`src/rtl/core/pwlse_pkg.sv`:
```
// ----------------------------------------------------------------------------
// pwlse_pkg: shared types and constants
// Word layouts, register map, field positions, controller states and the
// command and status groups between controller and datapath.
// ----------------------------------------------------------------------------
package pwlse_pkg;

   localparam int BIN_W       = 10;
   localparam int SAMPLE_W    = 16;
   localparam int GAIN_W      = 16;
   localparam int SEG_COUNT_W = 3;
   localparam int CNT_EXT_W   = SEG_COUNT_W + 1;

   // configuration port
   localparam int CSR_INDEX_W = 3;
   localparam int CSR_DATA_W  = 52;
   localparam logic [CSR_INDEX_W-1:0] REG_SEGMENT_COUNT = 3'd0;
   localparam int REG_SEGMENT_BASE = 1;

   // packed segment word
   localparam int SEG_START_LSB = 42;
   localparam int SEG_END_LSB   = 32;
   localparam int SEG_G1_LSB    = 16;
   localparam int SEG_G2_LSB    = 0;

   // shared multiplier and divider
   localparam int MUL_A_W    = 18;
   localparam int MUL_B_W    = 17;
   localparam int PROD_W     = MUL_A_W + MUL_B_W;
   localparam int NUM_W      = BIN_W + GAIN_W;
   localparam int QUOT_W     = GAIN_W;
   localparam int DIV_STEPS  = QUOT_W;
   localparam int DIV_CNT_W  = 4;

   localparam logic [SAMPLE_W-1:0] SAMPLE_MAX = 16'h7FFF;
   localparam logic [SAMPLE_W-1:0] SAMPLE_MIN = 16'h8000;

   typedef struct packed {
      logic [BIN_W-1:0]           bin_index;
      logic signed [SAMPLE_W-1:0] in_real;
      logic signed [SAMPLE_W-1:0] in_imag;
   } req_type;

   typedef struct packed {
      logic signed [SAMPLE_W-1:0] out_real;
      logic signed [SAMPLE_W-1:0] out_imag;
      logic [GAIN_W-1:0]          bin_gain;
   } rsp_type;

   typedef enum logic [3:0] {
      ST_IDLE,
      ST_SEG_EVAL,
      ST_INTERP_MUL,
      ST_DIV_LOAD,
      ST_DIV_STEP,
      ST_DIV_DONE,
      ST_GAIN_MUL,
      ST_GAIN_ROUND,
      ST_SCALE_RE,
      ST_SCALE_IM,
      ST_RESULT
   } state_type;

   typedef enum logic [1:0] {
      MUL_INTERP,
      MUL_GAIN,
      MUL_RE,
      MUL_IM
   } mul_sel_type;

   typedef struct packed {
      logic        load_item;
      logic        seg_eval;
      logic        mul_en;
      mul_sel_type mul_sel;
      logic        div_load;
      logic        div_step;
      logic        div_done;
      logic        gain_round;
      logic        seg_next;
      logic        res_re_load;
      logic        rsp_load;
   } dp_cmd_type;

   typedef struct packed {
      logic seg_none;
      logic seg_mid;
      logic seg_last;
      logic div_last;
   } dp_status_type;

endpackage

```
`src/rtl/core/pwlse_dp.sv`:
```
// ----------------------------------------------------------------------------
// pwlse_dp: equalizer datapath
// Segment registers, item registers, one shared 18x17 multiplier, a
// radix-2 restoring divider and the rounding / saturation logic.
// ----------------------------------------------------------------------------
module pwlse_dp #(
   parameter int MAX_SEGMENTS   = 7,
   parameter int GAIN_FRAC_BITS = 12
) (
   input  logic                              clock,
   input  logic                              reset,
   input  logic                              csr_write,
   input  logic [pwlse_pkg::CSR_INDEX_W-1:0] csr_index,
   input  logic [pwlse_pkg::CSR_DATA_W-1:0]  csr_data,
   input  pwlse_pkg::req_type                req_data,
   output pwlse_pkg::rsp_type                rsp_data,
   input  pwlse_pkg::dp_cmd_type             cmd,
   output pwlse_pkg::dp_status_type          status
);
   import pwlse_pkg::*;

   localparam int SEG_IDX_W = (MAX_SEGMENTS > 1) ? $clog2(MAX_SEGMENTS) : 1;
   localparam logic [GAIN_W-1:0] UNITY_GAIN = GAIN_W'(1) << GAIN_FRAC_BITS;
   localparam logic [PROD_W-1:0] ROUND_HALF = PROD_W'(1) << (GAIN_FRAC_BITS - 1);

   // configuration
   logic [SEG_COUNT_W-1:0] seg_count_ff, seg_count_in;
   logic [CSR_DATA_W-1:0]  seg_ff [MAX_SEGMENTS];
   logic [CSR_DATA_W-1:0]  seg_in [MAX_SEGMENTS];

   // item and working registers
   logic [SEG_IDX_W-1:0]       seg_idx_ff, seg_idx_in;
   logic [BIN_W-1:0]           bin_ff, bin_in;
   logic signed [SAMPLE_W-1:0] re_ff, re_in;
   logic signed [SAMPLE_W-1:0] im_ff, im_in;
   logic [GAIN_W-1:0]          gain_ff, gain_in;
   logic [GAIN_W-1:0]          seg_gain_ff, seg_gain_in;
   logic signed [PROD_W-1:0]   prod_ff, prod_in;
   logic [NUM_W-1:0]           acc_ff, acc_in;
   logic                       neg_ff, neg_in;
   logic [DIV_CNT_W-1:0]       div_cnt_ff, div_cnt_in;
   logic [SAMPLE_W-1:0]        res_re_ff, res_re_in;
   rsp_type                    rsp_ff, rsp_in;

   // segment decode
   logic [CSR_DATA_W-1:0]  seg_word;
   logic [BIN_W-1:0]       seg_start, seg_end, offset, divisor;
   logic [GAIN_W-1:0]      seg_g1, seg_g2;
   logic                   seg_below, seg_above;
   logic signed [GAIN_W:0] delta;
   logic [SEG_COUNT_W-1:0] active_cnt;
   logic [CNT_EXT_W-1:0]   idx_next;

   // arithmetic
   logic signed [MUL_A_W-1:0] mul_a;
   logic signed [MUL_B_W-1:0] mul_b;
   logic signed [PROD_W-1:0]  mul_out;
   logic signed [PROD_W-1:0]  prod_mag;
   logic [BIN_W:0]            div_top, div_trial;
   logic                      div_fits;
   logic [GAIN_W:0]           quot_signed;
   logic [GAIN_W:0]           interp_sum;
   logic signed [PROD_W-1:0]  rnd_sum, rnd_shift;
   logic [GAIN_W-1:0]         gain_sat;
   logic [PROD_W-SAMPLE_W:0]  rnd_hi;
   logic [SAMPLE_W-1:0]       part_sat;

   assign seg_word  = seg_ff[seg_idx_ff];
   assign seg_start = seg_word[SEG_START_LSB +: BIN_W];
   assign seg_end   = seg_word[SEG_END_LSB +: BIN_W];
   assign seg_g1    = seg_word[SEG_G1_LSB +: GAIN_W];
   assign seg_g2    = seg_word[SEG_G2_LSB +: GAIN_W];
   assign seg_below = bin_ff <= seg_start;
   assign seg_above = bin_ff >= seg_end;
   assign delta     = $signed({1'b0, seg_g2}) - $signed({1'b0, seg_g1});
   assign offset    = bin_ff - seg_start;
   assign divisor   = seg_end - seg_start;

   assign active_cnt = (seg_count_ff > SEG_COUNT_W'(MAX_SEGMENTS)) ?
                       SEG_COUNT_W'(MAX_SEGMENTS) : seg_count_ff;
   assign idx_next   = CNT_EXT_W'(seg_idx_ff) + 1'b1;

   assign status.seg_none = active_cnt == '0;
   assign status.seg_mid  = !seg_below && !seg_above;
   assign status.seg_last = idx_next == {1'b0, active_cnt};
   assign status.div_last = div_cnt_ff == DIV_CNT_W'(DIV_STEPS - 1);

   always_comb begin
      case (cmd.mul_sel)
         MUL_INTERP: begin
            mul_a = MUL_A_W'(delta);
            mul_b = $signed(MUL_B_W'(offset));
         end
         MUL_RE: begin
            mul_a = MUL_A_W'(re_ff);
            mul_b = $signed(MUL_B_W'(gain_ff));
         end
         MUL_IM: begin
            mul_a = MUL_A_W'(im_ff);
            mul_b = $signed(MUL_B_W'(gain_ff));
         end
         default: begin
            mul_a = $signed(MUL_A_W'(gain_ff));
            mul_b = $signed(MUL_B_W'(seg_gain_ff));
         end
      endcase
   end
   assign mul_out = mul_a * mul_b;

   // quotient is known to fit in 16 bits, so only 16 restoring steps are run
   assign prod_mag  = prod_ff[PROD_W-1] ? -prod_ff : prod_ff;
   assign div_top   = acc_ff[NUM_W-1 -: BIN_W+1];
   assign div_fits  = div_top >= {1'b0, divisor};
   assign div_trial = div_top - {1'b0, divisor};

   // truncation toward zero: divide magnitudes, then restore the sign
   assign quot_signed = neg_ff ? -{1'b0, acc_ff[QUOT_W-1:0]} : {1'b0, acc_ff[QUOT_W-1:0]};
   assign interp_sum  = {1'b0, seg_g1} + quot_signed;

   // floor((p + half) / 2^F) for either sign
   assign rnd_sum   = prod_ff + $signed(ROUND_HALF);
   assign rnd_shift = rnd_sum >>> GAIN_FRAC_BITS;
   assign gain_sat  = (|rnd_shift[PROD_W-1:GAIN_W]) ? '1 : rnd_shift[GAIN_W-1:0];
   assign rnd_hi    = rnd_shift[PROD_W-1:SAMPLE_W-1];
   assign part_sat  = (&rnd_hi || ~|rnd_hi) ? rnd_shift[SAMPLE_W-1:0] :
                      (rnd_shift[PROD_W-1] ? SAMPLE_MIN : SAMPLE_MAX);

   always_comb begin
      seg_count_in = seg_count_ff;
      seg_in       = seg_ff;
      if (csr_write) begin
         if (csr_index == REG_SEGMENT_COUNT) begin
            seg_count_in = csr_data[SEG_COUNT_W-1:0];
         end
         for (int i = 0; i < MAX_SEGMENTS; i++) begin
            if (csr_index == CSR_INDEX_W'(REG_SEGMENT_BASE + i)) begin
               seg_in[i] = csr_data;
            end
         end
      end
   end

   always_comb begin
      seg_idx_in  = seg_idx_ff;
      bin_in      = bin_ff;
      re_in       = re_ff;
      im_in       = im_ff;
      gain_in     = gain_ff;
      seg_gain_in = seg_gain_ff;
      prod_in     = prod_ff;
      acc_in      = acc_ff;
      neg_in      = neg_ff;
      div_cnt_in  = div_cnt_ff;
      res_re_in   = res_re_ff;
      rsp_in      = rsp_ff;
      if (cmd.load_item) begin
         bin_in     = req_data.bin_index;
         re_in      = req_data.in_real;
         im_in      = req_data.in_imag;
         gain_in    = UNITY_GAIN;
         seg_idx_in = '0;
      end
      if (cmd.seg_eval && !status.seg_mid) begin
         seg_gain_in = seg_below ? seg_g1 : seg_g2;
      end
      if (cmd.mul_en) begin
         prod_in = mul_out;
      end
      if (cmd.div_load) begin
         acc_in     = prod_mag[NUM_W-1:0];
         neg_in     = prod_ff[PROD_W-1];
         div_cnt_in = '0;
      end
      if (cmd.div_step) begin
         acc_in     = {(div_fits ? div_trial[BIN_W-1:0] : acc_ff[NUM_W-2 -: BIN_W]),
                       acc_ff[QUOT_W-2:0], div_fits};
         div_cnt_in = div_cnt_ff + 1'b1;
      end
      if (cmd.div_done) begin
         seg_gain_in = interp_sum[GAIN_W-1:0];
      end
      if (cmd.gain_round) begin
         gain_in = gain_sat;
      end
      if (cmd.seg_next) begin
         seg_idx_in = seg_idx_ff + 1'b1;
      end
      if (cmd.res_re_load) begin
         res_re_in = part_sat;
      end
      if (cmd.rsp_load) begin
         rsp_in.out_real = res_re_ff;
         rsp_in.out_imag = part_sat;
         rsp_in.bin_gain = gain_ff;
      end
   end

   always_ff @(posedge clock) begin
      if (reset) begin
         seg_count_ff <= '0;
         for (int i = 0; i < MAX_SEGMENTS; i++) begin
            seg_ff[i] <= '0;
         end
         seg_idx_ff <= '0;
         div_cnt_ff <= '0;
      end else begin
         seg_count_ff <= seg_count_in;
         seg_ff       <= seg_in;
         seg_idx_ff   <= seg_idx_in;
         div_cnt_ff   <= div_cnt_in;
      end
   end

   always_ff @(posedge clock) begin
      bin_ff      <= bin_in;
      re_ff       <= re_in;
      im_ff       <= im_in;
      gain_ff     <= gain_in;
      seg_gain_ff <= seg_gain_in;
      prod_ff     <= prod_in;
      acc_ff      <= acc_in;
      neg_ff      <= neg_in;
      res_re_ff   <= res_re_in;
      rsp_ff      <= rsp_in;
   end

   assign rsp_data = rsp_ff;

   a_div_only_mid: assert property (@(posedge clock) disable iff (reset)
      cmd.div_load |-> status.seg_mid && (divisor != '0))
      else $error("divider started outside the interpolating span");

   a_rem_below_divisor: assert property (@(posedge clock) disable iff (reset)
      cmd.div_step && status.div_last |=> acc_ff[NUM_W-1 -: BIN_W] < divisor)
      else $error("divider remainder not below divisor");

   a_interp_in_range: assert property (@(posedge clock) disable iff (reset)
      cmd.div_done |=> ((seg_gain_ff >= seg_g1) && (seg_gain_ff <= seg_g2)) ||
                       ((seg_gain_ff <= seg_g1) && (seg_gain_ff >= seg_g2)))
      else $error("interpolated gain outside its end gains");

endmodule

```
`src/rtl/core/pwlse_ctrl.sv`:
```
// ----------------------------------------------------------------------------
// pwlse_ctrl: equalizer sequencer
// Walks each word through the active segments, the divider and the two
// scaling multiplies, and owns the output register's valid flag.
// ----------------------------------------------------------------------------
module pwlse_ctrl (
   input  logic                     clock,
   input  logic                     reset,
   input  logic                     req_valid,
   output logic                     req_ready,
   output logic                     rsp_valid,
   input  logic                     rsp_ready,
   input  pwlse_pkg::dp_status_type status,
   output pwlse_pkg::dp_cmd_type    cmd
);
   import pwlse_pkg::*;

   state_type state_ff, state_in;
   logic      rsp_valid_ff, rsp_valid_in;
   logic      slot_free;

   assign slot_free = !rsp_valid_ff || rsp_ready;

   always_comb begin
      cmd       = '0;
      state_in  = state_ff;
      req_ready = 1'b0;
      unique case (state_ff)
         ST_IDLE: begin
            req_ready = 1'b1;
            if (req_valid) begin
               cmd.load_item = 1'b1;
               state_in      = status.seg_none ? ST_SCALE_RE : ST_SEG_EVAL;
            end
         end
         ST_SEG_EVAL: begin
            cmd.seg_eval = 1'b1;
            state_in     = status.seg_mid ? ST_INTERP_MUL : ST_GAIN_MUL;
         end
         ST_INTERP_MUL: begin
            cmd.mul_en  = 1'b1;
            cmd.mul_sel = MUL_INTERP;
            state_in    = ST_DIV_LOAD;
         end
         ST_DIV_LOAD: begin
            cmd.div_load = 1'b1;
            state_in     = ST_DIV_STEP;
         end
         ST_DIV_STEP: begin
            cmd.div_step = 1'b1;
            if (status.div_last) begin
               state_in = ST_DIV_DONE;
            end
         end
         ST_DIV_DONE: begin
            cmd.div_done = 1'b1;
            state_in     = ST_GAIN_MUL;
         end
         ST_GAIN_MUL: begin
            cmd.mul_en  = 1'b1;
            cmd.mul_sel = MUL_GAIN;
            state_in    = ST_GAIN_ROUND;
         end
         ST_GAIN_ROUND: begin
            cmd.gain_round = 1'b1;
            if (status.seg_last) begin
               state_in = ST_SCALE_RE;
            end else begin
               cmd.seg_next = 1'b1;
               state_in     = ST_SEG_EVAL;
            end
         end
         ST_SCALE_RE: begin
            cmd.mul_en  = 1'b1;
            cmd.mul_sel = MUL_RE;
            state_in    = ST_SCALE_IM;
         end
         ST_SCALE_IM: begin
            cmd.mul_en      = 1'b1;
            cmd.mul_sel     = MUL_IM;
            cmd.res_re_load = 1'b1;
            state_in        = ST_RESULT;
         end
         ST_RESULT: begin
            // wait here only while the previous word is still unclaimed
            if (slot_free) begin
               cmd.rsp_load = 1'b1;
               state_in     = ST_IDLE;
            end
         end
         default: begin
            state_in = ST_IDLE;
         end
      endcase
   end

   assign rsp_valid_in = cmd.rsp_load || (rsp_valid_ff && !rsp_ready);

   always_ff @(posedge clock) begin
      if (reset) begin
         state_ff     <= ST_IDLE;
         rsp_valid_ff <= 1'b0;
      end else begin
         state_ff     <= state_in;
         rsp_valid_ff <= rsp_valid_in;
      end
   end

   assign rsp_valid = rsp_valid_ff;

   a_no_overwrite: assert property (@(posedge clock) disable iff (reset)
      cmd.rsp_load |-> slot_free)
      else $error("output word overwritten before it was taken");

   a_one_in_flight: assert property (@(posedge clock) disable iff (reset)
      req_valid && req_ready |=> !req_ready)
      else $error("second word accepted while one is in progress");

   a_seg_bound: assert property (@(posedge clock) disable iff (reset)
      cmd.seg_next |-> !status.seg_last && !status.seg_none)
      else $error("segment index advanced past the active count");

endmodule

```
`src/rtl/core/piecewise_linear_spectral_equalizer.sv`:
```
// ----------------------------------------------------------------------------
// piecewise_linear_spectral_equalizer: top level
// Scales one complex FFT bin per word by the product of up to seven
// piecewise-linear segment gains (unsigned Q4.12).
// ----------------------------------------------------------------------------
// One word is worked on at a time; its result sits in an output register, so
// the next word is taken while that result waits. The time from acceptance to
// the next possible acceptance grows with the number of active segments, and
// most with those at which the bin lies strictly inside the span rather than
// on or outside it, since only those run the bit-serial divider. The single
// shared multiplier serves the interpolation, the gain product and the two
// scaling multiplies in turn. The register writes are always accepted and
// belong in idle periods only; there is no clearing pass after reset.
// ----------------------------------------------------------------------------
module piecewise_linear_spectral_equalizer #(
   parameter int MAX_SEGMENTS   = 7,
   parameter int GAIN_FRAC_BITS = 12
) (
   input  logic                              clock,
   input  logic                              reset,
   input  logic                              req_valid,
   output logic                              req_ready,
   input  pwlse_pkg::req_type                req_data,
   output logic                              rsp_valid,
   input  logic                              rsp_ready,
   output pwlse_pkg::rsp_type                rsp_data,
   input  logic                              csr_valid,
   output logic                              csr_ready,
   input  logic [pwlse_pkg::CSR_INDEX_W-1:0] csr_index,
   input  logic [pwlse_pkg::CSR_DATA_W-1:0]  csr_data
);
   import pwlse_pkg::*;

   dp_cmd_type    cmd;
   dp_status_type status;
   logic          csr_write;

   assign csr_ready = 1'b1;
   assign csr_write = csr_valid && csr_ready;

   pwlse_ctrl u_ctrl (
      .clock     (clock),
      .reset     (reset),
      .req_valid (req_valid),
      .req_ready (req_ready),
      .rsp_valid (rsp_valid),
      .rsp_ready (rsp_ready),
      .status    (status),
      .cmd       (cmd)
   );

   pwlse_dp #(
      .MAX_SEGMENTS   (MAX_SEGMENTS),
      .GAIN_FRAC_BITS (GAIN_FRAC_BITS)
   ) u_dp (
      .clock     (clock),
      .reset     (reset),
      .csr_write (csr_write),
      .csr_index (csr_index),
      .csr_data  (csr_data),
      .req_data  (req_data),
      .rsp_data  (rsp_data),
      .cmd       (cmd),
      .status    (status)
   );

endmodule

```
`config.mk`:
```
export PLATFORM = sky130hd
export DESIGN_NAME = piecewise_linear_spectral_equalizer
export DESIGN_NICKNAME = d
export VERILOG_FILES = /design/src/rtl/core/pwlse_pkg.sv /design/src/rtl/core/pwlse_dp.sv /design/src/rtl/core/pwlse_ctrl.sv /design/src/rtl/core/piecewise_linear_spectral_equalizer.sv
export SDC_FILE = /design/constraint.sdc
export NUM_CORES = 2
export LEC_CHECK = 0
export BUFFER_PORTS_ARGS = -buffer_cell sky130_fd_sc_hd__buf_2
export CORE_ASPECT_RATIO = 1.5
export CORE_MARGIN = 4
export CORE_UTILIZATION = 40
export CTS_CLUSTER_DIAMETER = 200
export CTS_CLUSTER_SIZE = 25
export DETAILED_ROUTE_END_ITERATION = 6
export MAX_ROUTING_LAYER = met4
export PLACE_DENSITY_LB_ADDON = 0.12
export SLEW_MARGIN = 10
export SYNTH_ARGS = -nofsm -noshare
export SYNTH_HDL_FRONTEND = slang
export SYNTH_SLANG_ARGS = --single-unit
```
`constraint.sdc`:
```
create_clock -name clock -period 11.9 [get_ports clock]
set_input_delay 0 -clock clock [delete_from_list [all_inputs] [get_ports clock]]
set_output_delay 0 -clock clock [all_outputs]
set_load 0.01 [all_outputs]
```
==> flow_summary.ini <==
[outcome]
outcome = complete, no violations

[drt]
drtAntennaViolNets = 0
vias_per_cell = 5.37
drt_iter0_drc = 2305
drc = 0
num_vias = 30500
wl_mm = 129
post_drt_wl_per_cell_um = 22.6
drtPass1Iterations = 6

[logic_synthesis]
synth_edf_count = 200
synth-compound-area-share_pct = 12.1
synthAdderAreaFrac_pct = 20.3
synth_top_area_share_pct = 19.7
synth_xor_area_share_pct = 3.17
postSynth.asyncResetShare_pct = 0
yosysWarnings = 0
synth_mux_area_share_pct = 7.23
syn-cell-area_sq_um = 38400
yosysTopAreaCell = dfxtp_1
avgSynthCellArea_sq_um = 8.96
synth-seq-area-share_pct = 35.4
synth_seq_cells = 579
synth_top_family_by_area = adder cells
ys.flop_type = dfxtp_1
synth_area_leaders = dfxtp_1 (20%), edfxtp_1 (16%), fa_1 (15%), nand2_1 (9.7%), a21oi_1 (6.5%)
yosys.area_share.simple_pct = 15.3
synth_cells = 4288
synth_cell_types = 71
syn_nets = 4842

[worst_hold_path]
hp-class = in -> reg
hold_start = req_data[41]
min_to = u_dp.bin_ff[9]
hold_path_depth = 2

[critical_path]
setup.worst_path.start_class = flop
crit_fanout = 27
crit_type = reg -> reg
path_common_cell = fa_1
rrSetupSlack_ps = 1330
crit_path_end_kind = flop
rr_endpoint = u_dp.prod_ff[27]
r2r_cells = 32
critPathTopFamily = adder cells
rr_startpoint = u_dp.seg_idx_ff[0]
worst-path-buf-inv = 6
cpMaxStageDelayCell = nor2b_4
worstPathArrival_ps = 10990
max_stage_delay_ps = 830
crit_required_ps = 12320

[finish]
drive_gt1_share_pct = 7.94
final_nets = 4952
syn_to_final_growth_pct = 10.0
layout_commonest_cell = nand2_1
final_cell_mix = nand2_1 (986), a21oi_1 (495), inv_1 (419)

[floorplan]
die_area_sq_um = 101000
io_pins = 153
die_h_um = 388
start_util_pct = 40.2
placementRows = 139
coreArea_sq_um = 95500
die_width_um = 261

[cts]
clk_pin_slew_ps = 120
post_cts_buffers = 0
worstSkewPairLatency_ps = 660
cts_tree = done
clock_path_buffers = 3
cts_num_sinks = 579
htree_levels = 1
cts_root_buf = clkbuf_16
cts_made_buffers = 27

[global_routing]
grt_pass1_vias = 31000
grtUsageTotal_pct = 25.8
grt_overflow = 0
antenna_found_initial = 4
grt_max_degree = 126
grt_pass1_wl_mm = 194

[sta]
setup_viol = 0
slew_headroom_pct = 12.6
tightest_slew_ps = 1300
rsz0062_at_grt = false
finClkSkew_ps = 63.0
finalHoldViolations = 0
fin_crit_sh_pct = 88.8
report.final.slew_viol_count = 0
tns_ps = 0
fmax_ghz = 0.0946
period_minus_slack_ps = 10570

[placed_design]
place_congestion = 0.955
port_buffers = 151
dpl.hpwl_mm = 92.6

[run]
drv_cap = 0
through the flow:
step	util [%]	hold slack, ps	cell area (sq um)	worst slack, ps	cells
floorplan	-	98.9	38400	1940	4288
global placement	42.4	177	40500	1460	5538
detailed placement	42.4	178	40500	1460	5538
CTS	44.3	10.5	42300	1410	5679
global route	44.3	22.6	42300	656	5682
finish	44.3	53.3	42300	1330	5683
flip-flops by register name (all words and copies together) (netlist names):
signal             cells
u_dp.seg_ff          364
u_dp.seg_gain_ff      16
u_ctrl.rsp_valid       1
u_dp.neg_ff            1
u_dp.gain_ff          16
u_dp.im_ff            16
u_dp.seg_count_ff      3
u_dp.bin_ff           10
u_dp.seg_idx_ff        3
u_ctrl.state_ff        4
u_dp.rsp_data         48
u_dp.div_cnt_ff        4
u_dp.acc_ff           26
u_dp.re_ff            16
u_dp.prod_ff          35
u_dp.res_re_ff        16
logic make-up after synthesis:
| family | after synthesis |
|---|---|
| AND/OR/NAND/NOR | 1440 |
| AO/OA/AOI/OAI | 815 |
| buffers and inverters | 651 |
| flip-flops | 579 |
| adder cells (fa/ha/maj) | 452 |
| multiplexers | 211 |
| XOR/XNOR | 139 |
| other | 1 |
final cells by class:
class / count / area (sq um)
inverter: 420 / 1580
antenna: 4 / 10.0
sequential: 579 / 13600
clock buffer: 38 / 717
multi-input combinational: 3058 / 22500
clock inverter: 3 / 47.5
tap: 1269 / 1590
fill: 9580 / 53200
timing repair buffer: 312 / 2250
worst reg2reg max path, delay by kind of cell (launching register included):
family / cells / cell delay [ps]
simple gates: 7 / 2410
flops: 1 / 590
fa+ha+maj: 8 / 3680
xor+xnor: 1 / 160
mux: 1 / 140
compound gates: 9 / 2420
buf+inv: 6 / 920
synthesized netlist by cell type (18+ instances only):
| library cell | count |
|---|---|
| o21ai_0 | 129 |
| buf_1 | 23 |
| nor2_1 | 246 |
| clkbuf_1 | 190 |
| dfxtp_1 | 379 |
| ha_1 | 164 |
| a21o_1 | 35 |
| o21a_1 | 18 |
| edfxtp_1 | 200 |
| mux2i_1 | 148 |
| nand3_1 | 32 |
| o31ai_1 | 20 |
| nand2b_1 | 34 |
| nor3_1 | 26 |
| nand2_1 | 988 |
| xnor2_1 | 88 |
| mux4_2 | 52 |
| fa_1 | 288 |
| a21oi_1 | 496 |
| xor2_1 | 51 |
| inv_1 | 420 |
| nor2b_1 | 30 |
what timing repair did:
item | 4_1_cts | 5_1_grt
gates resized for setup | 0 | 0
hold buffers | 100 | 0
hold endpoints to repair | 420 | 0
worst max-delay path by stage:
stage | slack (ps) | end | startpoint | depth (start not counted)
finish | 1330 | u_dp.prod_ff[27] | u_dp.seg_idx_ff[0] | 32
global route | 660 | u_dp.prod_ff[33] | u_dp.seg_idx_ff[0] | 33
CTS | 1410 | u_dp.prod_ff[27] | u_dp.seg_idx_ff[0] | 30
detailed placement | 1460 | u_dp.prod_ff[27] | u_dp.seg_idx_ff[0] | 30
global placement | 1460 | u_dp.prod_ff[27] | u_dp.seg_idx_ff[0] | 33
floorplan | 1940 | u_dp.prod_ff[27] | u_dp.seg_idx_ff[1] | 34
layer usage:
layer  wire (um)  part of all wire (%)  vias to the layer above  GRT usage [%]
li1            -                     -                    14300              -
met4        8160                   6.4                        0           12.8
met3        4830                   3.8                      273           2.02
met2       67100                    52                      795           45.9
met5           0                     0                        -              -
met1       48400                    38                    15100           29.2
Power is not shown: default switching activity piles up to over one toggle a cycle in this logic, so the estimate is an artifact.
